`src/sv/atu_pkg.sv`:
```
// Shared constants, widths and tables for the accelerometer tilt angle unit.
// Depends on nothing; every other file of the block imports it.
`timescale 1ns / 1ps

package atu_pkg;

   localparam int ATU_SAMPLE_WIDTH  = 16;
   localparam int ATU_CORDIC_STAGES = 16;

   // angle accumulator: degrees * 32768, signed
   localparam int ANGLE_W     = 25;
   localparam int OUT_W       = 15;
   localparam int NORM_BIT    = 30;
   localparam int ANGLE_90    = 2949120;
   localparam int ROUND_HALF  = 128;
   localparam int ROUND_SHIFT = 8;
   localparam int PITCH_LIMIT = 11520;
   localparam int TILT_MAX    = 23040;
   localparam int ROOT_SCALE  = 16;
   localparam int NUM_SCALE   = 8;

   // datapath width of the rotator for a given sample width
   function automatic int atu_cordic_width(input int w);
      return (w + 11 > 34) ? w + 11 : 34;
   endfunction

   // atan(2^-i) in degrees * 32768, rounded to nearest
   function automatic logic signed [ANGLE_W-1:0] atu_atan(input int idx);
      logic signed [ANGLE_W-1:0] a;
      unique case (idx)
         0: a = 25'sd1474560;
         1: a = 25'sd870484;
         2: a = 25'sd459940;
         3: a = 25'sd233473;
         4: a = 25'sd117189;
         5: a = 25'sd58652;
         6: a = 25'sd29333;
         7: a = 25'sd14667;
         8: a = 25'sd7334;
         9: a = 25'sd3667;
         10: a = 25'sd1833;
         11: a = 25'sd917;
         12: a = 25'sd458;
         13: a = 25'sd229;
         14: a = 25'sd115;
         15: a = 25'sd57;
         16: a = 25'sd29;
         17: a = 25'sd14;
         18: a = 25'sd7;
         19: a = 25'sd4;
         20: a = 25'sd2;
         21: a = 25'sd1;
         default: a = '0;
      endcase
      return a;
   endfunction

   // round half up to degrees * 128 and clamp to the field's range
   function automatic logic [OUT_W-1:0] atu_finish(input logic signed [ANGLE_W-1:0] z,
                                                     input logic zero,
                                                     input logic is_tilt);
      logic signed [ANGLE_W-1:0] r;
      logic signed [ANGLE_W-1:0] lo;
      logic signed [ANGLE_W-1:0] hi;
      r  = (z + ANGLE_W'(ROUND_HALF)) >>> ROUND_SHIFT;
      lo = is_tilt ? '0 : -ANGLE_W'(PITCH_LIMIT);
      hi = is_tilt ? ANGLE_W'(TILT_MAX) : ANGLE_W'(PITCH_LIMIT);
      if (zero) begin
         r = '0;
      end else if (r < lo) begin
         r = lo;
      end else if (r > hi) begin
         r = hi;
      end
      return r[OUT_W-1:0];
   endfunction

endpackage

```
`src/sv/atu_root.sv`:
```
// Pipelined integer square root, one result bit per stage, with a side value
// carried alongside. Depends on atu_pkg.
`timescale 1ns / 1ps

module atu_root
   import atu_pkg::*;
#(
   parameter int SAMPLE_WIDTH = ATU_SAMPLE_WIDTH
) (
   input  logic                                                 clock,
   input  logic                                                 reset,
   input  logic                                                 en,
   input  logic                                                 in_valid,
   input  logic [2*SAMPLE_WIDTH-1:0]                            in_sum,
   input  logic signed [atu_cordic_width(SAMPLE_WIDTH)-1:0]     in_side,
   output logic                                                 out_valid,
   output logic [SAMPLE_WIDTH+ROOT_SCALE/2-1:0]                 out_root,
   output logic signed [atu_cordic_width(SAMPLE_WIDTH)-1:0]     out_side
);

   localparam int CW = atu_cordic_width(SAMPLE_WIDTH);
   localparam int R  = SAMPLE_WIDTH + ROOT_SCALE / 2;
   localparam int VW = 2 * R + 1;

   logic [VW-1:0]        v_ff    [0:R-1];
   logic [R-1:0]         q_ff    [0:R-1];
   logic signed [CW-1:0] side_ff [0:R-1];
   logic                 vld_ff  [0:R-1];

   logic [VW-1:0]        src_v    [0:R-1];
   logic [R-1:0]         src_q    [0:R-1];
   logic signed [CW-1:0] src_side [0:R-1];
   logic                 src_vld  [0:R-1];

   logic [VW-1:0]        v_in     [0:R-1];
   logic [R-1:0]         q_in     [0:R-1];

   genvar k;
   generate
      for (k = 0; k < R; k++) begin : g_stage
         // bit decided in this stage
         localparam int B = R - 1 - k;
         logic [VW-1:0] trial;

         if (k == 0) begin : g_first
            assign src_v[k]    = VW'({in_sum, {ROOT_SCALE{1'b0}}});
            assign src_q[k]    = '0;
            assign src_side[k] = in_side;
            assign src_vld[k]  = in_valid;
         end else begin : g_next
            assign src_v[k]    = v_ff[k-1];
            assign src_q[k]    = q_ff[k-1];
            assign src_side[k] = side_ff[k-1];
            assign src_vld[k]  = vld_ff[k-1];
         end

         always_comb begin
            trial = (VW'(src_q[k]) << (B + 1)) + (VW'(1) << (2 * B));
            if (src_v[k] >= trial) begin
               v_in[k] = src_v[k] - trial;
               q_in[k] = src_q[k] | (R'(1) << B);
            end else begin
               v_in[k] = src_v[k];
               q_in[k] = src_q[k];
            end
         end

         always_ff @(posedge clock) begin
            if (reset) begin
               vld_ff[k] <= 1'b0;
            end else if (en) begin
               vld_ff[k] <= src_vld[k];
            end
            if (en) begin
               v_ff[k]    <= v_in[k];
               q_ff[k]    <= q_in[k];
               side_ff[k] <= src_side[k];
            end
         end
      end
   endgenerate

   assign out_valid = vld_ff[R-1];
   assign out_root  = q_ff[R-1];
   assign out_side  = side_ff[R-1];

endmodule

```
`config.mk`:
```
export PLATFORM = sky130hd
export DESIGN_NAME = atu_root
export DESIGN_NICKNAME = d
export VERILOG_FILES = /design/src/sv/atu_pkg.sv /design/src/sv/atu_root.sv
export SDC_FILE = /design/constraint.sdc
export NUM_CORES = 2
export LEC_CHECK = 0
export BUFFER_PORTS_ARGS = -buffer_cell sky130_fd_sc_hd__buf_2
export CORE_MARGIN = 10
export CORE_UTILIZATION = 35
export DETAILED_ROUTE_END_ITERATION = 12
export PLACE_DENSITY = 0.56
export SLEW_MARGIN = 0
export SYNTH_ARGS = -nofsm -noshare
export SYNTH_HDL_FRONTEND = slang
export SYNTH_SLANG_ARGS = --single-unit
export TNS_END_PERCENT = 100
```
`constraint.sdc`:
```
create_clock -name clock -period 8.2 [get_ports clock]
set_clock_uncertainty 0.1 [all_clocks]
set_input_delay 0.82 -clock clock [delete_from_list [all_inputs] [get_ports clock]]
set_output_delay 0.82 -clock clock [all_outputs]
set_load 0.01 [all_outputs]
```
==> Word-level counts from Yosys, hierarchy flattened <==
Memory sizes are Yosys's and may differ from the RTL's.
Cells that the tools add are included.
{ "op_classes": {"bitwise": 24, "add_sub_neg": 47, "n_mux": 78, "magnitude_cmp": 24} }
{ "ops": {"columns": ["cell", "n"], "rows": [
  ["$mux 49", 24],
  ["$ge 49x26->1", 1],
  ["$ge 49x27->1", 1],
  ["$ge 49x28->1", 1],
  ["$ge 49x29->1", 1],
  ["$ge 49x30->1", 1],
  ["$ge 49x31->1", 1],
  ["$ge 49x32->1", 1],
  ["$ge 49x33->1", 1],
  ["$ge 49x34->1", 1],
  ["$ge 49x35->1", 1],
  ["$ge 49x36->1", 1],
  ["$ge 49x37->1", 1],
  ["$ge 49x38->1", 1],
  ["$ge 49x39->1", 1],
  ["$ge 49x40->1", 1],
  ["$ge 49x41->1", 1],
  ["$ge 49x42->1", 1],
  ["$ge 49x43->1", 1],
  ["$ge 49x44->1", 1],
  ["$ge 49x45->1", 1],
  ["$ge 49x46->1", 1],
  ["$ge 49x47->1", 1],
  ["$ge 49x48->1", 1],
  ["other kinds (73)", 126]
]} }
{ "totals": {"register_bits": 0, "output_inout_bits": 59, "ramBits": 2592, "input_bits": 70, "memories": 4} }
{ "mem_list": {"columns": ["name", "depth", "word_bits", "read_ports", "rd_clocked_by_memory_dff", "write_ports", "line_no", "rtl"], "rows": [
  ["v_ff", 24, 49, 23, 0, 24, "atu_root.sv:25", "logic [VW-1:0] v_ff [0:R-1];"],
  ["side_ff", 24, 34, 24, 0, 24, "atu_root.sv:27", "logic signed [CW-1:0] side_ff [0:R-1];"],
  ["q_ff", 24, 24, 24, 0, 24, "atu_root.sv:26", "logic [R-1:0] q_ff [0:R-1];"],
  ["vld_ff", 24, 1, 24, 0, 24, "atu_root.sv:28", "logic vld_ff [0:R-1];"]
]} }

==> Longest topological paths before layout <==
{ "depth": {"depth_word": 4, "depth_mapped": 15, "depth_no_buf": 14} }

==> Worst setup path before layout <==
Ideal clock, no wire load.
{ "synth_timing": {"kind": "flip-flop to flip-flop", "from": "memory v_ff[1][278] (netlist bit)", "to": "memory v_ff[1][318] (netlist bit) (data pin)", "slack_ns": 4.822, "setup_time_ns": 0.262, "stages_incl_launch_ff": 10, "t_arrival_ns": 3.016, "period_less_slack_ns": 3.378, "path_cell_list": "edfxtp_1 ha_1 nor3_2 nand3_1 or4_1 or4_1 or4_4 o21bai_4 buf_6 mux2_1"} }
{ "synth_lines": {"columns": ["item", "line_no"], "rows": [
  ["from (decl)", "atu_root.sv:25"]
]} }

==> reports/metrics.csv <==
stage,metric,value,unit
global_route,grt_pass1_wl,225000,um
sta,slew_violations,0,
clocking,cts_buffer_depth,3,
logic_synthesis,synthMuxAreaShare,0.00594,
floorplan,ioPinCount,129,
drt,wl,141000,um
power_and_ir_drop,switchingPower,6.34,mW
clocking,cts_setup_buffers,0,
layout,seq_area,58500,um^2
drt,drtAntennaViolNets,0,
logic_synthesis,async_reset_ff_frac,0,
setup_path,crit-reg2reg-launch,v_ff[2][108]$_SDFFCE_PP0P_,
layout,fin_util,0.402,
hold_path,worstHoldPathType,primary input to register,
floorplan,fp.coreArea,233000,um^2
layout,fin_nets,6262,
setup_path,cp_max_fo,27,
layout,fillers,21100,
placed_design,dp_hpwl,95300,um
logic_synthesis,synth_adder_area_share,0.0487,
logic_synthesis,synth.area.top_cells,"edfxtp_1 72%, ha_1 4.7%, xor2_1 2.6%, xnor2_1 2.5%, inv_1 1.8%",
setup_path,critPathKind,register to register,
logic_synthesis,ys_seq_area_frac,0.716,
logic_synthesis,synth_compound_area_frac,0.0688,
run,drv_cap,0,
power_and_ir_drop,p_int,19.0,mW
setup_path,worst_setup_path_start_kind,register,
power_and_ir_drop,powerDensity,271,nW/um^2
drt,first_iter_violations,2239,
clocking,cts-root-buf,clkbuf_16,
logic_synthesis,synthSimpleGateAreaFrac,0.0847,
drt,remaining_drc_errors,0,
floorplan,die_w,503,um
sta,max_freq,0.218,GHz
sta,fin_ws,3.62,ns
global_route,grt_max_degree,203,
clocking,cts_resized,0,
floorplan,die_h,503,um
clocking,clk_latency,0.86,ns
logic_synthesis,syn-num-nets,5938,
sta,grt_setup_unrepaired,no,
logic_synthesis,synth_most_common_cell,edfxtp_1,
global_route,grt_pass1_vias,44600,
power_and_ir_drop,peakVddDrop,0.196,mV
logic_synthesis,syn_inst,5554,
logic_synthesis,ys.flop_type,edfxtp_1,
placed_design,gp_congestion,0.865,
power_and_ir_drop,clkPwrFrac,0.368,
setup_path,crit_required,8.66,ns
logic_synthesis,syn_avg_cell_area,14.7,um^2
clocking,cts_hold_buffers,62,
floorplan,rows,177,
power_and_ir_drop,p_sw_frac,0.250,
layout,multi_input_area,21200,um^2
drt,wl_per_cell,15.5,um
setup_path,crit_path_end,v_ff[2][185]$_DFFE_PP_,
setup_path,rr_endpoint,v_ff[2][185]$_DFFE_PP_,
setup_path,reg2reg_depth,13,
global_route,grt.total_usage,0.108,
setup_path,cp-end-kind,register,
drt,vias,43300,
power_and_ir_drop,power_frac_seq,0.505,
sta,period_share,0.558,
logic_synthesis,synth_xor_area_frac,0.0510,
sta,maxSlewHeadroom,0.205,
logic_synthesis,ys_ff_latch,1948,
layout,drive_above_1_share,0.0878,
setup_path,worstPathArrival,5.04,ns
placed_design,place_ws,3.61,ns
clocking,cts.sinks,1948,
logic_synthesis,ys_types,88,
logic_synthesis,yosys_warnings,0,
clocking,cts.clk_slew.worst_paths,0.06,ns
status,status,"finished, final reports clean",
clocking,cts-buffers-inserted,208,
logic_synthesis,synth_edf_count,1948,
clocking,cts_htree_levels,4,
power_and_ir_drop,leakagePower,33.9,nW
placed_design,numPortBuffers,128,
sta,report.final.setup_viol,0,
floorplan,fp.dieArea,253000,um^2
layout,areaGrowthSynthToFinish,14.5,%
sta,finalSetupTns,0,ns
clocking,cts_tree,built,
sta,fin_crit,4.58,ns
global_route,antenna_found_initial,2,
sta,hold_violations,0,
logic_synthesis,synth_top_family_by_area,simple AND/OR/NAND/NOR gates,
setup_path,worstSetupStartpoint,v_ff[2][108]$_SDFFCE_PP0P_,
logic_synthesis,yosys-top-cells-count,"1948 x edfxtp_1, 393 x inv_1, 333 x nand2_1, 307 x ha_1, 301 x nor2_1",
setup_path,r2r_slack,3.62,ns
logic_synthesis,synth_top_area_share,0.716,
drt,via_per_inst,4.76,
global_route,grt-ovfl-total,0,
logic_synthesis,synth_top_area_cell,edfxtp_1,
floorplan,initial_core_util,0.351,
logic_synthesis,synthesis.area,81700,um^2
drt,dr.pass1.iters,5,
power_and_ir_drop,combPwrFrac,0.126,
sta,worst_pin_slew,1.19,ns
[worst max-delay path, cell delays in order, from the launching register on]
cell and delay, ns:
edfxtp_1 0.46, ha_1 0.34, a211oi_1 0.24, o21ai_0 0.25, o211ai_1 0.39, nand3_1 0.19, a21oi_1 0.22, o21bai_1 0.15
nor2_1 0.91, inv_2 0.47, nand2_1 0.34, nor2_1 0.11, nand2_1 0.09, xnor2_1 0.08
[power groups by stage]
| stage | Combinational [mW] | Sequential [mW] | Clock (mW) |
|---|---|---|---|
| 6_report | 3.20 | 12.8 | 9.34 |
| 4_1_cts | 3.21 | 12.8 | 9.68 |
| 2_1_floorplan | 2.32 | 12.8 | 0 |
| 3_3_place_gp | 3.09 | 13.0 | 0 |
| 5_1_grt | 3.58 | 12.9 | 10.1 |
| 3_5_place_dp | 3.17 | 13.0 | 0 |
[cells in the final DEF (no fill, tap or decap), types with 82 or more instances in the layout]
master / synthesis / final
clkbuf_16: 0 / 208
inv_1: 393 / 393
edfxtp_1: 1948 / 1948
xor2_1: 243 / 243
nor3_1: 139 / 139
o21ai_0: 214 / 214
xnor2_1: 233 / 233
a21oi_1: 265 / 265
a21o_1: 82 / 82
ha_1: 307 / 307
nand3_1: 86 / 86
buf_2: 10 / 127
nor2_1: 301 / 301
nor4_1: 107 / 107
nand2_1: 333 / 333
[layer usage]
| metal | track usage | part of all wire | vias up |
|---|---|---|---|
| met5 | 0 | 0 | - |
| met4 | 0.0553 | 0.049 | 0 |
| met3 | 0.0224 | 0.039 | 386 |
| met2 | 0.203 | 0.52 | 784 |
| met1 | 0.114 | 0.39 | 20700 |
| li1 | - | - | 21400 |
[registers in the layout, indices dropped and copies added, names as in the netlist]
name,cells
side_ff,816
v_ff,808
q_ff,300
vld_ff,24
[cell type report]
cell class / instances / area share
Antenna cell: 1 / 0.0000267
Clock buffer: 243 / 0.0570
Clock inverter: 138 / 0.0176
Inverter: 399 / 0.0160
Multi-Input combinational cell: 3104 / 0.227
Sequential cell: 1948 / 0.625
Tap cell: 3043 / 0.0407
Timing Repair Buffer: 217 / 0.0169
[logic make-up after synthesis]
group / after synthesis
flops: 1948
simple gates: 1362
compound gates: 908
buf+inv: 502
xor+xnor: 476
fa+ha+maj: 314
mux: 44
[how the worst min path moves through the flow]
stage,startpoint,endpoint,slack (ns),cells past startpoint
finish,in_sum[28],v_ff[0][44]$_DFFE_PP_,0.1,1
global route,in_sum[28],v_ff[0][44]$_DFFE_PP_,0.03,1
detailed placement,side_ff[0][115]$_DFFE_PP_,side_ff[0][149]$_DFFE_PP_,0.30,0
floorplan,side_ff[0][66]$_DFFE_PP_,side_ff[0][100]$_DFFE_PP_,0.30,0
global placement,side_ff[0][26]$_DFFE_PP_,side_ff[0][60]$_DFFE_PP_,0.30,0
CTS,in_sum[28],v_ff[0][44]$_DFFE_PP_,0.001,1
[metrics by stage]
| step | cell area [um^2] | power [mW] | cells | hold WS, ns |
|---|---|---|---|---|
| 2_1_floorplan | 81700 | 15.1 | 5554 | 0.300 |
| 3_3_place_gp | 86000 | 16.1 | 8649 | 0.300 |
| 3_5_place_dp | 86000 | 16.2 | 8649 | 0.305 |
| 4_1_cts | 93600 | 25.7 | 9092 | 0.00133 |
| 5_1_grt | 93600 | 26.6 | 9093 | 0.0283 |
| 6_report | 93600 | 25.4 | 9093 | 0.0978 |
Note: power is estimated with default switching activity, not from simulation.
