### config.mk
export PLATFORM = sky130hd
export DESIGN_NAME = atu_norm
export DESIGN_NICKNAME = d
export VERILOG_FILES = /design/src/sv/atu_pkg.sv /design/src/sv/atu_norm.sv
export SDC_FILE = /design/constraint.sdc
export NUM_CORES = 1
export LEC_CHECK = 0
export BUFFER_PORTS_ARGS = -buffer_cell sky130_fd_sc_hd__buf_2
export CORE_MARGIN = 5
export CORE_UTILIZATION = 45
export CTS_CLUSTER_DIAMETER = 80
export DETAILED_ROUTE_END_ITERATION = 7
export PLACE_DENSITY = 0.7
export SLEW_MARGIN = 30
export SYNTH_ARGS = -nofsm -noshare
export SYNTH_HDL_FRONTEND = slang
export SYNTH_SLANG_ARGS = --single-unit
### constraint.sdc
create_clock -name clock -period 17.95 [get_ports clock]
set_clock_uncertainty 0.15 [all_clocks]
set_input_delay 3.59 -clock clock [delete_from_list [all_inputs] [get_ports clock]]
set_output_delay 3.59 -clock clock [all_outputs]
set_load 0.005 [all_outputs]
### src/sv/atu_pkg.sv
// Shared constants, widths and tables for the accelerometer tilt angle unit.
// Depends on nothing; every other file of the block imports it.
`timescale 1ns / 1ps

package atu_pkg;

   localparam int ATU_SAMPLE_WIDTH  = 16;
   localparam int ATU_CORDIC_STAGES = 16;

   // angle accumulator: degrees * 32768, signed
   localparam int ANGLE_W     = 25;
   localparam int OUT_W       = 15;
   localparam int NORM_BIT    = 30;
   localparam int ANGLE_90    = 2949120;
   localparam int ROUND_HALF  = 128;
   localparam int ROUND_SHIFT = 8;
   localparam int PITCH_LIMIT = 11520;
   localparam int TILT_MAX    = 23040;
   localparam int ROOT_SCALE  = 16;
   localparam int NUM_SCALE   = 8;

   // datapath width of the rotator for a given sample width
   function automatic int atu_cordic_width(input int w);
      return (w + 11 > 34) ? w + 11 : 34;
   endfunction

   // atan(2^-i) in degrees * 32768, rounded to nearest
   function automatic logic signed [ANGLE_W-1:0] atu_atan(input int idx);
      logic signed [ANGLE_W-1:0] a;
      unique case (idx)
         0: a = 25'sd1474560;
         1: a = 25'sd870484;
         2: a = 25'sd459940;
         3: a = 25'sd233473;
         4: a = 25'sd117189;
         5: a = 25'sd58652;
         6: a = 25'sd29333;
         7: a = 25'sd14667;
         8: a = 25'sd7334;
         9: a = 25'sd3667;
         10: a = 25'sd1833;
         11: a = 25'sd917;
         12: a = 25'sd458;
         13: a = 25'sd229;
         14: a = 25'sd115;
         15: a = 25'sd57;
         16: a = 25'sd29;
         17: a = 25'sd14;
         18: a = 25'sd7;
         19: a = 25'sd4;
         20: a = 25'sd2;
         21: a = 25'sd1;
         default: a = '0;
      endcase
      return a;
   endfunction

   // round half up to degrees * 128 and clamp to the field's range
   function automatic logic [OUT_W-1:0] atu_finish(input logic signed [ANGLE_W-1:0] z,
                                                     input logic zero,
                                                     input logic is_tilt);
      logic signed [ANGLE_W-1:0] r;
      logic signed [ANGLE_W-1:0] lo;
      logic signed [ANGLE_W-1:0] hi;
      r  = (z + ANGLE_W'(ROUND_HALF)) >>> ROUND_SHIFT;
      lo = is_tilt ? '0 : -ANGLE_W'(PITCH_LIMIT);
      hi = is_tilt ? ANGLE_W'(TILT_MAX) : ANGLE_W'(PITCH_LIMIT);
      if (zero) begin
         r = '0;
      end else if (r < lo) begin
         r = lo;
      end else if (r > hi) begin
         r = hi;
      end
      return r[OUT_W-1:0];
   endfunction

endpackage

### src/sv/atu_norm.sv
// Normalising shift and quadrant pre-rotation ahead of the CORDIC rotator.
// Two register stages. Depends on atu_pkg.
`timescale 1ns / 1ps

module atu_norm
   import atu_pkg::*;
#(
   parameter int SAMPLE_WIDTH = ATU_SAMPLE_WIDTH
) (
   input  logic                                             clock,
   input  logic                                             reset,
   input  logic                                             en,
   input  logic                                             in_valid,
   input  logic signed [atu_cordic_width(SAMPLE_WIDTH)-1:0] in_y,
   input  logic signed [atu_cordic_width(SAMPLE_WIDTH)-1:0] in_x,
   output logic                                             out_valid,
   output logic                                             out_zero,
   output logic signed [atu_cordic_width(SAMPLE_WIDTH)-1:0] out_y,
   output logic signed [atu_cordic_width(SAMPLE_WIDTH)-1:0] out_x,
   output logic signed [ANGLE_W-1:0]                        out_z
);

   localparam int CW = atu_cordic_width(SAMPLE_WIDTH);

   logic signed [CW-1:0]      nx_in, ny_in, nx_ff, ny_ff;
   logic                      zero_in, zero_ff, v1_ff;
   logic signed [CW-1:0]      rx_in, ry_in, rx_ff, ry_ff;
   logic signed [ANGLE_W-1:0] rz_in, rz_ff;
   logic                      rzero_ff, v2_ff;

   // shift both until the larger magnitude reaches bit NORM_BIT
   always_comb begin
      logic [CW-1:0] m;
      int            amt;
      m     = (in_x[CW-1] ? CW'(-in_x) : CW'(in_x)) | (in_y[CW-1] ? CW'(-in_y) : CW'(in_y));
      nx_in = in_x;
      ny_in = in_y;
      zero_in = (in_x == '0) && (in_y == '0);
      for (int s = 0; s < 5; s++) begin
         amt = 16 >> s;
         if (m < (CW'(1) << (NORM_BIT + 1 - amt))) begin
            m     = m << amt;
            nx_in = nx_in <<< amt;
            ny_in = ny_in <<< amt;
         end
      end
   end

   // fold the left half-plane onto the right
   always_comb begin
      rx_in = nx_ff;
      ry_in = ny_ff;
      rz_in = '0;
      if (nx_ff[CW-1]) begin
         if (!ny_ff[CW-1]) begin
            rx_in = ny_ff;
            ry_in = -nx_ff;
            rz_in = ANGLE_W'(ANGLE_90);
         end else begin
            rx_in = -ny_ff;
            ry_in = nx_ff;
            rz_in = -ANGLE_W'(ANGLE_90);
         end
      end
   end

   always_ff @(posedge clock) begin
      if (reset) begin
         v1_ff <= 1'b0;
         v2_ff <= 1'b0;
      end else if (en) begin
         v1_ff <= in_valid;
         v2_ff <= v1_ff;
      end
      if (en) begin
         nx_ff    <= nx_in;
         ny_ff    <= ny_in;
         zero_ff  <= zero_in;
         rx_ff    <= rx_in;
         ry_ff    <= ry_in;
         rz_ff    <= rz_in;
         rzero_ff <= zero_ff;
      end
   end

   assign out_valid = v2_ff;
   assign out_zero  = rzero_ff;
   assign out_y     = ry_ff;
   assign out_x     = rx_ff;
   assign out_z     = rz_ff;

endmodule

# Yosys cells after proc, flatten, opt, wreduce, memory -nomap -nowiden
# Index checks and enable logic that the tools add are counted.
[op_classes]
n_lt_le_gt_ge = 5
n_addsub = 4
bitwise = 1
n_mux = 21
n_reduce_logical = 4
[op_table]
columns = ["op", "n"]
rows = [
  ["$mux W34", 18],
  ["$neg A34 Y34", 4],
  ["$logic_not A34 Y1", 2],
  ["$mux W33", 2],
  ["$lt A34 B16 Y1 const B", 1],
  ["$lt A34 B24 Y1 const B", 1],
  ["$lt A34 B28 Y1 const B", 1],
  ["$lt A34 B30 Y1 const B", 1],
  ["$lt A34 B31 Y1 const B", 1],
  ["$or A34 B34 Y34", 1],
  ["$mux W25", 1],
  ["$reduce_and A2 Y1", 1],
  ["$logic_and A1 B1 Y1", 1],
]
[word_totals]
input_bits = 72
register_bits = 165

# Logic depth before layout (Yosys ltp)
# Gate-level depths: netlist (run 1).
[logic_depth]
depth_word = 13
mapped_depth = 21

# Worst setup path before layout (run 1)
# Ideal clock, no wire load.
[synth_timing]
path_kind = "input to register"
startpoint = "input in_x[1]"
endpoint = "register nx_ff[11] (data pin)"
path_stages = 19
t_required_ns = 17.541
arrival_ns = 7.748
path_slack_ns = 9.794
setup_time_ns = 0.259
path_cell_list = "inv_1 -> ha_1 -> or4b_1 -> buf_2 -> or4_4 -> nor4_2 -> or2_2 -> nand4_2 -> or4_4 -> or4_4 -> o211ai_2 -> a211oi_2 -> and2_1 -> buf_6 -> buf_6 -> a31oi_1 -> and2_1 -> a211oi_1 -> a211o_1"
[synth_between]
elab_chain_len = 13
[synth_rtl]
columns = ["element", "line_no", "rtl"]
rows = [
  ["start: declaration", "atu_norm.sv:15", "input logic signed [atu_cordic_width(SAMPLE_WIDTH)-1:0] in_x,"],
  ["$neg A34 Y34", "atu_norm.sv:35", "m = (in_x[CW-1] ? CW'(-in_x) : CW'(in_x)) | (in_y[CW-1] ? CW'(-in_y) : CW'(in_y));"],
  ["$mux W34", "atu_norm.sv:35", ""],
  ["$or A34 B34 Y34", "atu_norm.sv:35", ""],
  ["$lt A34 B16 Y1", "atu_norm.sv:41", "if (m < (CW'(1) << (NORM_BIT + 1 - amt))) begin"],
  ["$mux W34", "atu_norm.sv:41", ""],
  ["$lt A34 B24 Y1", "atu_norm.sv:41", ""],
  ["$mux W34", "atu_norm.sv:41", ""],
  ["$lt A34 B28 Y1", "atu_norm.sv:41", ""],
  ["$mux W34", "atu_norm.sv:41", ""],
  ["$lt A34 B30 Y1", "atu_norm.sv:41", ""],
  ["$mux W34", "atu_norm.sv:41", ""],
  ["$lt A34 B31 Y1", "atu_norm.sv:41", ""],
  ["$mux W34 (*)", "atu_norm.sv:41", ""],
  ["named net nx_in[11]", "atu_norm.sv:25", "logic signed [CW-1:0] nx_in, ny_in, nx_ff, ny_ff;"],
  ["end signal: assignment", "atu_norm.sv:76", "nx_ff <= nx_in;"],
  ["end: declaration", "atu_norm.sv:25", ""],
]
# The timed path passes the listed nets; every way through them passes the cells marked *.
# A chain may end at the register's enable or synchronous reset.

# Worst setup path after layout (run 1)
[layout_timing]
startpoint = "input in_x[1]"
endpoint = "register nx_ff[17] (data pin)"
# Same word-level chain as after synthesis.

==> load_flow_metrics.sql, run 1 <==
INSERT INTO impl_metrics (metric_group, metric, value, unit) VALUES
('clock_tree', 'cts.repair.resized', '0', ''),
('yosys', 'synth_simple_gate_area_share', '22.1', '%'),
('die', 'floorplan.rows', '60', ''),
('finish', 'post-route-cell-area', '13600', 'um^2'),
('critical_path', 'critical_path.reg2reg.endpoint', 'out_x[27]', ''),
('place', 'place.gp.congestion', '0.977', ''),
('critical_path', 'cp_max_fo', '58', ''),
('place', 'place_hpwl', '31400', 'um'),
('finish', 'final_net_count', '1577', ''),
('sta', 'final-max-slew-violation-count', '0', ''),
('clock_tree', 'htree_levels', '4', ''),
('critical_path', 'timing.setup.critical_path_class', 'primary input to register', ''),
('critical_path', 'cp.required', '17.94', 'ns'),
('sta', 'max-slew-margin-rel', '37.1', '%'),
('yosys', 'post_synthesis_register_bit_count', '143', ''),
('finish', 'register_area', '4270', 'um^2'),
('die', 'die-height', '176', 'um'),
('critical_path', 'worstRegToRegCells', '11', ''),
('yosys', 'mean_post_synth_cell_area', '8.59', 'um^2'),
('yosys', 'synth_warnings', '0', ''),
('yosys', 'postSynth.asyncResetShare', '0', '%'),
('finish', 'fin_util', '50.5', '%'),
('sta', 'layout_worst_path_cycle_share', '56.6', '%'),
('sta', 'worst_pin_slew', '0.943', 'ns'),
('critical_path', 'r2r-start', 'ny_ff[3]', ''),
('route', 'drtPass1Iterations', '6', ''),
('yosys', 'synth_fa_ha_area_share', '0.404', '%'),
('yosys', 'synth-main-ff-cell', 'sky130_fd_sc_hd__edfxtp_1', ''),
('sta', 'setup_ws_final', '7.78', 'ns'),
('die', 'design.core.area', '27000', 'um^2'),
('pwr', 'sum_of_internal_switching_and_leakage_power', '1.01', 'mW'),
('place', 'placed_area', '13000', 'um^2'),
('yosys', 'synth_most_common_cell', 'sky130_fd_sc_hd__nor2_1', ''),
('route', 'routedWlPerCell', '22.7', 'um'),
('status', 'status', 'completed', ''),
('pwr', 'peakVddDrop', '0.0483', 'mV'),
('clock_tree', 'clk_path_buf_depth', '2', ''),
('clock_tree', 'insertion_delay', '0.42', 'ns'),
('yosys', 'mappedNetlistArea', '12400', 'um^2'),
('grt', 'grt_first_pass_wirelength', '64400', 'um'),
('worst_hold_path', 'hold_path_end', 'out_zero', ''),
('die', 'initial_core_util', '45.8', '%'),
('die', 'chipWidth', '176', 'um'),
('grt', 'grt_pass1_vias', '11000', ''),
('sta', 'setup_viol', '0', ''),
('route', 'routed_via_density', '6.27', ''),
('critical_path', 'reg2reg_setup_slack', '13.67', 'ns'),
('grt', 'grt_max_degree', '106', ''),
('critical_path', 'cp_data_arrival_time', '10.15', 'ns'),
('place', 'placement.setup.worst_slack', '7.59', 'ns'),
('sta', 'rsz_0062_raised_after_global_routing', 'false', ''),
('grt', 'grtUsageTotal', '26.5', '%'),
('die', 'top_level_ports', '167', ''),
('run', 'drv_cap', '0', ''),
('grt', 'overflow', '0', ''),
('yosys', 'yosys.cell_types.count', '83', ''),
('clock_tree', 'post_cts_buffers', '0', ''),
('finish', 'n_fill_cell', '2537', ''),
('pwr', 'leakage', '4.94', 'nW'),
('finish', 'area_of_the_multi_input_gates', '7370', 'um^2'),
('route', 'finalWirelength', '42100', 'um'),
('worst_hold_path', 'holdPathStages', '0', ''),
('clock_tree', 'cts_inserted_buffers', '17', ''),
('grt', 'antenna_found_initial', '1', ''),
('sta', 'finalCriticalPeriod', '10.17', 'ns'),
('yosys', 'list_of_most_frequent_post_synthesis_cells', 'sky130_fd_sc_hd__nor2_1, sky130_fd_sc_hd__nand2_1, sky130_fd_sc_hd__edfxtp_1, sky130_fd_sc_hd__a21oi_1, sky130_fd_sc_hd__mux2i_1', ''),
('route', 'postRouteAntennaNets', '0', ''),
('yosys', 'synth_compound_area_share', '17.6', '%'),
('route', 'drc', '0', ''),
('clock_tree', 'clock_tree.root_cell', 'sky130_fd_sc_hd__clkbuf_16', ''),
('critical_path', 'critical_path.startpoint_type', 'primary input', '');
## worst max-delay path by stage
stage                     startpoint   endpoint  slack, ns  depth (start not counted)
after floorplan              in_x[1]  nx_ff[11]       9.79                         19
after detailed placement     in_y[3]  nx_ff[17]       7.59                         16
after global placement       in_x[0]  nx_ff[17]       7.59                         18
after CTS                    in_x[1]  nx_ff[17]       8.00                         18
final                        in_x[1]  nx_ff[17]       7.78                         18
after global routing         in_x[0]  ny_ff[13]       7.71                         18
## power breakdown
part	leakage, nW	internal (mW)	switching [mW]	total, mW
logic	3.26	0.0778	0.130	0.207
registers	1.39	0.407	0.0231	0.430
clock network	0.294	0.222	0.147	0.368
total	4.94	0.706	0.300	1.01
## cell type report
cell class              count  area share, %
multi-input cells        1147           54.0
flip-flops and latches    143           31.3
repair buffers            163           6.26
clock buffers              18           3.15
well taps                 341           3.13
clock inverters            14           1.34
inverters                  29          0.798
## flip-flops by register name, summed over array words and instances (netlist names)
| signal | cells |
|---|---|
| nx_ff | 34 |
| ny_ff | 34 |
| out_valid | 1 |
| out_x | 34 |
| out_y | 34 |
| out_z | 3 |
| out_zero | 1 |
| v1_ff | 1 |
| zero_ff | 1 |
## routing by layer
layer	vias up	wire, um	global-route usage, %
li1	5458	-	-
met2	624	18900	42.0
met3	109	3150	3.70
met4	2	2320	14.3
met1	5438	17700	35.1
met5	-	6	0
## kinds of logic after synthesis
family	after synthesis
AO/OA/AOI/OAI	341
buffers and inverters	166
XOR/XNOR	103
AND/OR/NAND/NOR	545
adder cells (fa/ha/maj)	4
other	1
multiplexers	138
flip-flops	143
## per-stage QoR
step | hold WS [ns] | std cells
floorplan | 0.250 | 1456
global placement | 0.254 | 1823
detailed placement | 0.271 | 1823
CTS | 0.287 | 1855
global route | 0.301 | 1855
finish | 0.295 | 1855
## layout by cell type, fill, tap and decap left out, drive strengths merged, types with 18 or more instances in the layout
| cell | n |
|---|---|
| or3 | 18 |
| clkbuf | 18 |
| edfxtp | 141 |
| mux2i | 112 |
| o21ai | 58 |
| xor2 | 58 |
| a21oi | 138 |
| xnor2 | 45 |
| nor2 | 148 |
| nand3 | 43 |
| nor3 | 37 |
| mux2 | 26 |
| o41ai | 20 |
| nand2 | 143 |
| nand4 | 21 |
| nor4 | 41 |
| or4 | 25 |
| buf | 163 |
| o31ai | 20 |
| inv | 34 |
## worst max-delay path: stages
cell and delay (ns):
sky130_fd_sc_hd__buf_2 0.16, sky130_fd_sc_hd__inv_1 0.13, sky130_fd_sc_hd__ha_1 0.22, sky130_fd_sc_hd__nor3b_1 0.51, sky130_fd_sc_hd__and4_1 0.45, sky130_fd_sc_hd__mux2i_1 0.12, sky130_fd_sc_hd__nor4_1 0.79, sky130_fd_sc_hd__nand4_1 0.41
sky130_fd_sc_hd__nor4_4 0.45, sky130_fd_sc_hd__o31a_1 0.46, sky130_fd_sc_hd__a211oi_1 0.11, sky130_fd_sc_hd__a211oi_2 0.77, sky130_fd_sc_hd__and2_2 0.26, sky130_fd_sc_hd__buf_4 0.63, sky130_fd_sc_hd__mux2i_1 0.48, sky130_fd_sc_hd__mux2i_1 0.21
sky130_fd_sc_hd__a21oi_1 0.25, sky130_fd_sc_hd__mux2i_1 0.12
(Power assumes the default switching activity.)
==> run 2: changes to the inputs <==
--- a/config.mk
+++ b/config.mk
@@ -10,7 +10,7 @@
 export CORE_UTILIZATION = 45
 export CTS_CLUSTER_DIAMETER = 80
 export DETAILED_ROUTE_END_ITERATION = 7
-export PLACE_DENSITY = 0.7
+export PLACE_DENSITY = 0.72
 export SLEW_MARGIN = 30
 export SYNTH_ARGS = -nofsm -noshare
 export SYNTH_HDL_FRONTEND = slang
==> constraint.sdc (replaced) <==
create_clock -name clock -period 8.8 [get_ports clock]
set_clock_uncertainty 0.15 [all_clocks]
set_input_delay 1.76 -clock clock [delete_from_list [all_inputs] [get_ports clock]]
set_output_delay 1.76 -clock clock [all_outputs]
set_load 0.005 [all_outputs]
==> run 2 against run 1 <==
Against the previous run: register-to-register slack worse by 9.1 ns; via count is 1.8% higher; sequential cell count stayed put; largest power group unchanged; global-route usage is 0.62 points higher; non-clock buffer count is 13 higher; critical path depth is 1 lower; design area is 0.49% higher; routed wire length is 2.6% higher; critical endpoint is now nx_ff[16]; sequential share of layout area is 0.15 points lower; hold slack worse by 0.0082 ns.
==> load_flow_metrics.sql, run 2 (same netlist as run 1, synthesis figures left out) <==
INSERT INTO impl_metrics (metric_group, metric, value, unit) VALUES
('sta', 'max-slew-margin-rel', '35.9', '%'),
('clock_tree', 'insertion_delay', '0.43', 'ns'),
('route', 'initialDrtViolationCount', '1457', ''),
('grt', 'grt_max_degree', '113', ''),
('clock_tree', 'path_clk_slew', '0.07', 'ns'),
('grt', 'antenna_found_initial', '0', ''),
('place', 'port_buffers', '150', ''),
('pwr', 'p_per_area', '145', 'nW/um^2'),
('sta', 'worst_pin_slew', '0.962', 'ns'),
('clock_tree', 'htree_levels', '4', ''),
('critical_path', 'cp_data_arrival_time', '7.78', 'ns'),
('route', 'drtPass1Iterations', '6', ''),
('route', 'routed_via_density', '6.34', ''),
('sta', 'fmax', '128', 'MHz'),
('sta', 'rsz_0062_raised_after_global_routing', 'false', ''),
('die', 'die_area', '30900', 'um^2'),
('route', 'drc', '0', ''),
('grt', 'overflow', '0', ''),
('sta', 'setup_viol', '0', ''),
('finish', 'final_net_count', '1590', ''),
('worst_hold_path', 'hp-start', 'zero_ff', ''),
('clock_tree', 'clock_tree.root_cell', 'sky130_fd_sc_hd__clkbuf_16', ''),
('finish', 'fraction_of_final_layout_cells_with_drive_strength_greater_than_1', '17.4', '%'),
('critical_path', 'critical_path.endpoint_type', 'register', ''),
('finish', 'post-route-cell-area', '13700', 'um^2'),
('clock_tree', 'cts.repair.resized', '0', ''),
('sta', 'finalHoldViolCount', '0', ''),
('status', 'status', 'completed', ''),
('finish', 'area_growth_syn_to_layout', '10.8', '%'),
('die', 'floorplan.rows', '60', ''),
('pwr', 'leakage', '4.99', 'nW'),
('clock_tree', 'tritoncts_num_sinks', '143', ''),
('critical_path', 'critical_path.startpoint_type', 'primary input', ''),
('clock_tree', 'cts_inserted_buffers', '17', ''),
('clock_tree', 'tritoncts', 'built', ''),
('finish', 'antennaDiodeCount', '0', ''),
('sta', 'final-max-slew-violation-count', '0', ''),
('clock_tree', 'clk_path_buf_depth', '2', ''),
('critical_path', 'r2r-start', 'ny_ff[3]', ''),
('die', 'chipWidth', '176', 'um'),
('critical_path', 'cp.required', '8.79', 'ns'),
('place', 'place.gp.congestion', '0.976', ''),
('finish', 'n_fill_cell', '2530', ''),
('die', 'initial_core_util', '45.8', '%'),
('sta', 'finalCriticalPeriod', '7.79', 'ns'),
('finish', 'final_cell_mix', 'sky130_fd_sc_hd__buf_2, sky130_fd_sc_hd__nor2_1, sky130_fd_sc_hd__nand2_1', ''),
('critical_path', 'startpoint', 'in_x[0]', ''),
('route', 'finalWirelength', '43200', 'um'),
('place', 'place_hpwl', '32400', 'um'),
('finish', 'mostFrequentLayoutCell', 'sky130_fd_sc_hd__buf_2', ''),
('place', 'placed_area', '13100', 'um^2'),
('critical_path', 'timing.setup.critical_path_class', 'primary input to register', ''),
('pwr', 'peakVddDrop', '0.0858', 'mV'),
('sta', 'layout_worst_path_cycle_share', '88.5', '%'),
('grt', 'grt_first_pass_wirelength', '65800', 'um'),
('die', 'design.core.area', '27000', 'um^2'),
('route', 'num_vias', '11800', ''),
('critical_path', 'cp_max_fo', '35', ''),
('clock_tree', 'postCtsHoldBufs', '0', ''),
('clock_tree', 'post_cts_buffers', '0', ''),
('critical_path', 'reg2reg_setup_slack', '4.61', 'ns'),
('sta', 'setup_total_negative_slack', '0', 'ns'),
('worst_hold_path', 'hold_path_class', 'register to register', ''),
('route', 'routedWlPerCell', '23.1', 'um'),
('grt', 'grtUsageTotal', '27.1', '%'),
('grt', 'grt_pass1_vias', '11200', ''),
('die', 'die-height', '176', 'um'),
('run', 'drv_cap', '0', ''),
('route', 'postRouteAntennaNets', '0', ''),
('die', 'top_level_ports', '167', '');
[run 2: report_power, final]
group          internal (mW)  switching, mW  total (mW)
clock network          0.377          0.306       0.683
logic                  0.160          0.270       0.430
registers              0.830         0.0470       0.877
[run 2: through the flow]
stage               setup WS (ns)  util (%)  std cells  hold slack, ns  total power, mW
floorplan                    2.47         -       1456           0.250             1.14
global placement            0.868      48.6       1836           0.255             1.30
detailed placement          0.702      48.6       1836           0.265             1.31
CTS                          1.13      50.7       1868           0.282             1.99
global route                0.791      50.7       1868           0.290             2.07
finish                       1.01      50.7       1868           0.287             1.99
[run 2: routing by layer]
layer  track usage, %  part of all wire [%]  up-vias
met2             42.1                    44      697
li1                 -                     -     5483
met4             15.0                   6.0        0
met3             3.31                   8.3      120
met5                0                     0        -
met1             36.8                    41     5542
[run 2: path summary, 6_finish.rpt]
check / depth (start not counted) / to
worst max-delay path: 17 / nx_ff[16]
worst min-delay path: 0 / out_zero
worst max register to register: 11 / out_x[27]
worst min register to register: 0 / out_zero
[run 2: layout make-up]
cell class,count,area [um^2],share of cell area [%]
Tap cell,341,427,3.11
Clock buffer,18,439,3.20
Sequential cell,143,4270,31.2
Inverter,29,109,0.794
Timing Repair Buffer,176,981,7.15
Clock inverter,14,121,0.885
Multi-Input combinational cell,1147,7360,53.7
[run 2: worst max-delay path: stages]
cell and delay [ns]:
sky130_fd_sc_hd__buf_2 0.16, sky130_fd_sc_hd__inv_1 0.20, sky130_fd_sc_hd__ha_1 0.23, sky130_fd_sc_hd__or4b_1 0.61
sky130_fd_sc_hd__or4_4 0.58, sky130_fd_sc_hd__o41ai_2 0.25, sky130_fd_sc_hd__xor2_1 0.30, sky130_fd_sc_hd__nand4_1 0.28
sky130_fd_sc_hd__nor4_4 0.57, sky130_fd_sc_hd__and4_1 0.31, sky130_fd_sc_hd__or3_1 0.17, sky130_fd_sc_hd__o211a_1 0.42
sky130_fd_sc_hd__and2_2 0.87, sky130_fd_sc_hd__mux2i_1 0.47, sky130_fd_sc_hd__mux2i_1 0.18, sky130_fd_sc_hd__a21boi_1 0.27
sky130_fd_sc_hd__o22ai_1 0.13
==> run 3: changes to the inputs <==
--- a/config.mk
+++ b/config.mk
@@ -5,12 +5,14 @@
 export SDC_FILE = /design/constraint.sdc
 export NUM_CORES = 1
 export LEC_CHECK = 0
+export ABC_AREA = 1
 export BUFFER_PORTS_ARGS = -buffer_cell sky130_fd_sc_hd__buf_2
 export CORE_MARGIN = 5
 export CORE_UTILIZATION = 45
 export CTS_CLUSTER_DIAMETER = 80
 export DETAILED_ROUTE_END_ITERATION = 7
 export PLACE_DENSITY = 0.72
+export SETUP_SLACK_MARGIN = 0.3
 export SLEW_MARGIN = 30
 export SYNTH_ARGS = -nofsm -noshare
 export SYNTH_HDL_FRONTEND = slang
==> run 3 against run 2 <==
Against the previous run: sequential power barely moved; highest routed layer unchanged; largest power group unchanged; critical path depth rose by 9; synthesized cell count rose by 39%.
==> load_flow_metrics.sql, run 3 <==
INSERT INTO impl_metrics (metric_group, metric, value, unit) VALUES
('pwr', 'power.share.clock', '35.3', '%'),
('pwr', 'pwr-share-comb', '21.2', '%'),
('clock_tree', 'tritoncts', 'built', ''),
('yosys', 'yosys.cell_types.count', '45', ''),
('sta', 'finalCriticalPeriod', '6.96', 'ns'),
('grt', 'grt_max_degree', '114', ''),
('sta', 'whs', '0.273', 'ns'),
('clock_tree', 'insertion_delay', '0.41', 'ns'),
('finish', 'fraction_of_final_layout_cells_with_drive_strength_greater_than_1', '11.4', '%'),
('pwr', 'p_sw', '0.620', 'mW'),
('finish', 'antennaDiodeCount', '0', ''),
('pwr', 'seq_power_share', '43.5', '%'),
('yosys', 'synth-main-ff-cell', 'sky130_fd_sc_hd__edfxtp_1', ''),
('clock_tree', 'tritoncts_num_sinks', '143', ''),
('pwr', 'p_per_area', '142', 'nW/um^2'),
('grt', 'grt_pass1_vias', '12300', ''),
('sta', 'final-max-slew-violation-count', '0', ''),
('critical_path', 'r2r-start', 'ny_ff[1]', ''),
('die', 'initial_core_util', '45.3', '%'),
('critical_path', 'timing.setup.critical_path_class', 'primary input to register', ''),
('yosys', 'netlist_top_cells_area', 'sky130_fd_sc_hd__edfxtp_1, sky130_fd_sc_hd__nand2_1, sky130_fd_sc_hd__nand3_1', ''),
('route', 'initialDrtViolationCount', '1455', ''),
('place', 'place.gp.congestion', '0.962', ''),
('die', 'die-height', '179', 'um'),
('grt', 'grtUsageTotal', '24.4', '%'),
('yosys', 'synth_most_common_cell', 'sky130_fd_sc_hd__nand2_1', ''),
('yosys', 'synth_warnings', '0', ''),
('sta', 'max-slew-margin-rel', '41.2', '%'),
('clock_tree', 'cts.repair.resized', '0', ''),
('clock_tree', 'path_clk_slew', '0.07', 'ns'),
('die', 'top_level_ports', '167', ''),
('yosys', 'mappedNetlistArea', '12900', 'um^2'),
('die', 'die_area', '32200', 'um^2'),
('finish', 'mostFrequentLayoutCell', 'sky130_fd_sc_hd__nand2_1', ''),
('sta', 'setup_total_negative_slack', '0', 'ns'),
('place', 'port_buffers', '150', ''),
('sta', 'setup_viol', '0', ''),
('place', 'place_hpwl', '31900', 'um'),
('sta', 'worst_pin_slew', '0.882', 'ns'),
('clock_tree', 'postCtsHoldBufs', '0', ''),
('worst_hold_path', 'hold_path_class', 'register to register', ''),
('clock_tree', 'htree_levels', '4', ''),
('pwr', 'peakVddDrop', '0.116', 'mV'),
('worst_hold_path', 'hp-start', 'zero_ff', ''),
('sta', 'fmax', '144', 'MHz'),
('route', 'finalWirelength', '40600', 'um'),
('pwr', 'leakage', '6.57', 'nW'),
('pwr', 'intPower', '1.40', 'mW'),
('run', 'drv_cap', '0', ''),
('clock_tree', 'post_cts_buffers', '0', ''),
('yosys', 'synth_enable_flop_cells', '141', ''),
('route', 'routedWlPerCell', '16.4', 'um'),
('critical_path', 'critical_path.startpoint_type', 'primary input', ''),
('yosys', 'synth_top_area_share', '32.8', '%'),
('critical_path', 'cp.required', '8.79', 'ns'),
('critical_path', 'critical_path.endpoint_type', 'register', ''),
('yosys', 'postSynth.asyncResetShare', '0', '%'),
('finish', 'final_cell_mix', 'sky130_fd_sc_hd__nand2_1, sky130_fd_sc_hd__nand3_1, sky130_fd_sc_hd__o21ai_0', ''),
('critical_path', 'cp_data_arrival_time', '6.95', 'ns'),
('sta', 'finalHoldViolCount', '0', ''),
('route', 'postRouteAntennaNets', '0', ''),
('finish', 'area_growth_syn_to_layout', '10.4', '%'),
('grt', 'grt_first_pass_wirelength', '65300', 'um'),
('die', 'design.core.area', '28500', 'um^2'),
('clock_tree', 'clk_path_buf_depth', '2', ''),
('sta', 'layout_worst_path_cycle_share', '79.1', '%'),
('finish', 'final_net_count', '2159', ''),
('die', 'chipWidth', '179', 'um'),
('critical_path', 'cp_max_fo', '69', ''),
('yosys', 'synth_area_leader_cell', 'sky130_fd_sc_hd__edfxtp_1', ''),
('clock_tree', 'clock_tree.root_cell', 'sky130_fd_sc_hd__clkbuf_16', ''),
('yosys', 'list_of_most_frequent_post_synthesis_cells', 'sky130_fd_sc_hd__nand2_1, sky130_fd_sc_hd__nand3_1, sky130_fd_sc_hd__o21ai_0, sky130_fd_sc_hd__nor2_1, sky130_fd_sc_hd__inv_1', ''),
('sta', 'rsz_0062_raised_after_global_routing', 'false', ''),
('route', 'drc', '0', ''),
('die', 'floorplan.rows', '62', ''),
('critical_path', 'startpoint', 'in_x[0]', ''),
('status', 'status', 'completed', ''),
('route', 'drtPass1Iterations', '5', ''),
('yosys', 'mean_post_synth_cell_area', '6.43', 'um^2'),
('yosys', 'synthesis.instances', '2009', ''),
('route', 'num_vias', '13400', ''),
('clock_tree', 'cts_inserted_buffers', '17', ''),
('grt', 'overflow', '0', ''),
('yosys', 'synth_seq_area_share', '33.1', '%'),
('pwr', 'power_switching_share', '30.7', '%'),
('yosys', 'post_synthesis_register_bit_count', '143', ''),
('route', 'routed_via_density', '5.39', ''),
('grt', 'antenna_found_initial', '0', '');
==> run 3: cell count changes after synthesis, moves of 55 or more <==
cell	change
sky130_fd_sc_hd__nand3_1	+204
sky130_fd_sc_hd__o21ai_0	+190
sky130_fd_sc_hd__nand2_1	+522
sky130_fd_sc_hd__inv_1	+118
sky130_fd_sc_hd__nor2_1	+55
sky130_fd_sc_hd__a21oi_1	-114
sky130_fd_sc_hd__mux2i_1	-112
==> run 3: cell families after synthesis <==
kind of cell / Yosys count / share of synthesized area, %
AND/OR/NAND/NOR: 1199 / 39.2
AO/OA/AOI/OAI: 295 / 11.8
buffers and inverters: 283 / 9.80
flip-flops: 143 / 33.1
XOR/XNOR: 84 / 5.69
adder cells (fa/ha/maj): 4 / 0.387
other: 1 / 0.0290
==> run 3: path summary, 6_finish.rpt <==
kind                     to  depth (start not counted)  slack, ns
setup / recovery  nx_ff[10]                         26       1.84
hold / removal     out_zero                          0       0.27
setup reg to reg  out_x[30]                         16       4.97
hold reg to reg    out_zero                          0       0.27
==> run 3: per-layer routing <==
layer / GRT usage [%] / vias to the layer above / share of wire, %
li1: - / 6722 / -
met1: 34.1 / 6051 / 45
met2: 39.6 / 527 / 46
met3: 2.91 / 59 / 6.8
met4: 8.05 / 0 / 3.0
met5: 0 / - / 0
==> run 3: cell type report <==
type	instances	area, um^2
fill	2997	14300
multi-input combinational	1598	7460
timing repair buffer	165	873
inverter	158	596
clock buffer	18	429
clock inverter	14	158
sequential	143	4270
tap	384	480
==> run 3: power by group through the flow <==
stage                     clock network [mW]  registers, mW  logic (mW)
after floorplan                            0          0.883       0.265
after global placement                     0          0.892       0.419
after detailed placement                   0          0.894       0.423
after CTS                              0.726          0.879       0.424
after global routing                   0.761          0.887       0.480
final                                  0.713          0.880       0.428
==> run 3: worst max-delay path, cell delays in order <==
cell and delay, ns:
sky130_fd_sc_hd__buf_2 0.13, sky130_fd_sc_hd__inv_1 0.18, sky130_fd_sc_hd__ha_1 0.20, sky130_fd_sc_hd__nand2_1 0.12, sky130_fd_sc_hd__nor2_4 0.20, sky130_fd_sc_hd__nand4_1 0.31
sky130_fd_sc_hd__nand2_1 0.14, sky130_fd_sc_hd__nand2_1 0.06, sky130_fd_sc_hd__nand2_1 0.06, sky130_fd_sc_hd__inv_1 0.04, sky130_fd_sc_hd__nor2_1 0.11, sky130_fd_sc_hd__nand3_1 0.13
sky130_fd_sc_hd__nor2_4 0.25, sky130_fd_sc_hd__nand2_4 0.38, sky130_fd_sc_hd__inv_2 0.46, sky130_fd_sc_hd__nand2_1 0.10, sky130_fd_sc_hd__nand2_1 0.09, sky130_fd_sc_hd__nor2_2 0.07
sky130_fd_sc_hd__nand4_1 0.08, sky130_fd_sc_hd__nand2_1 0.12, sky130_fd_sc_hd__nor2_4 0.46, sky130_fd_sc_hd__nand2_2 0.63, sky130_fd_sc_hd__o21ai_1 0.43, sky130_fd_sc_hd__o21ai_0 0.18
sky130_fd_sc_hd__nand3_1 0.13, sky130_fd_sc_hd__nand2_1 0.08
==> run 3: through the flow <==
| stage | util (%) | power [mW] | std cells | setup slack, ns | instance area [um^2] |
|---|---|---|---|---|---|
| after floorplan | - | 1.15 | 2024 | 3.82 | 13000 |
| after global placement | 47.9 | 1.31 | 2448 | 1.64 | 13700 |
| after detailed placement | 47.9 | 1.32 | 2448 | 1.53 | 13700 |
| after CTS | 50.0 | 2.03 | 2480 | 1.92 | 14300 |
| after global routing | 50.0 | 2.13 | 2480 | 1.24 | 14300 |
| final | 50.0 | 2.02 | 2480 | 1.84 | 14300 |
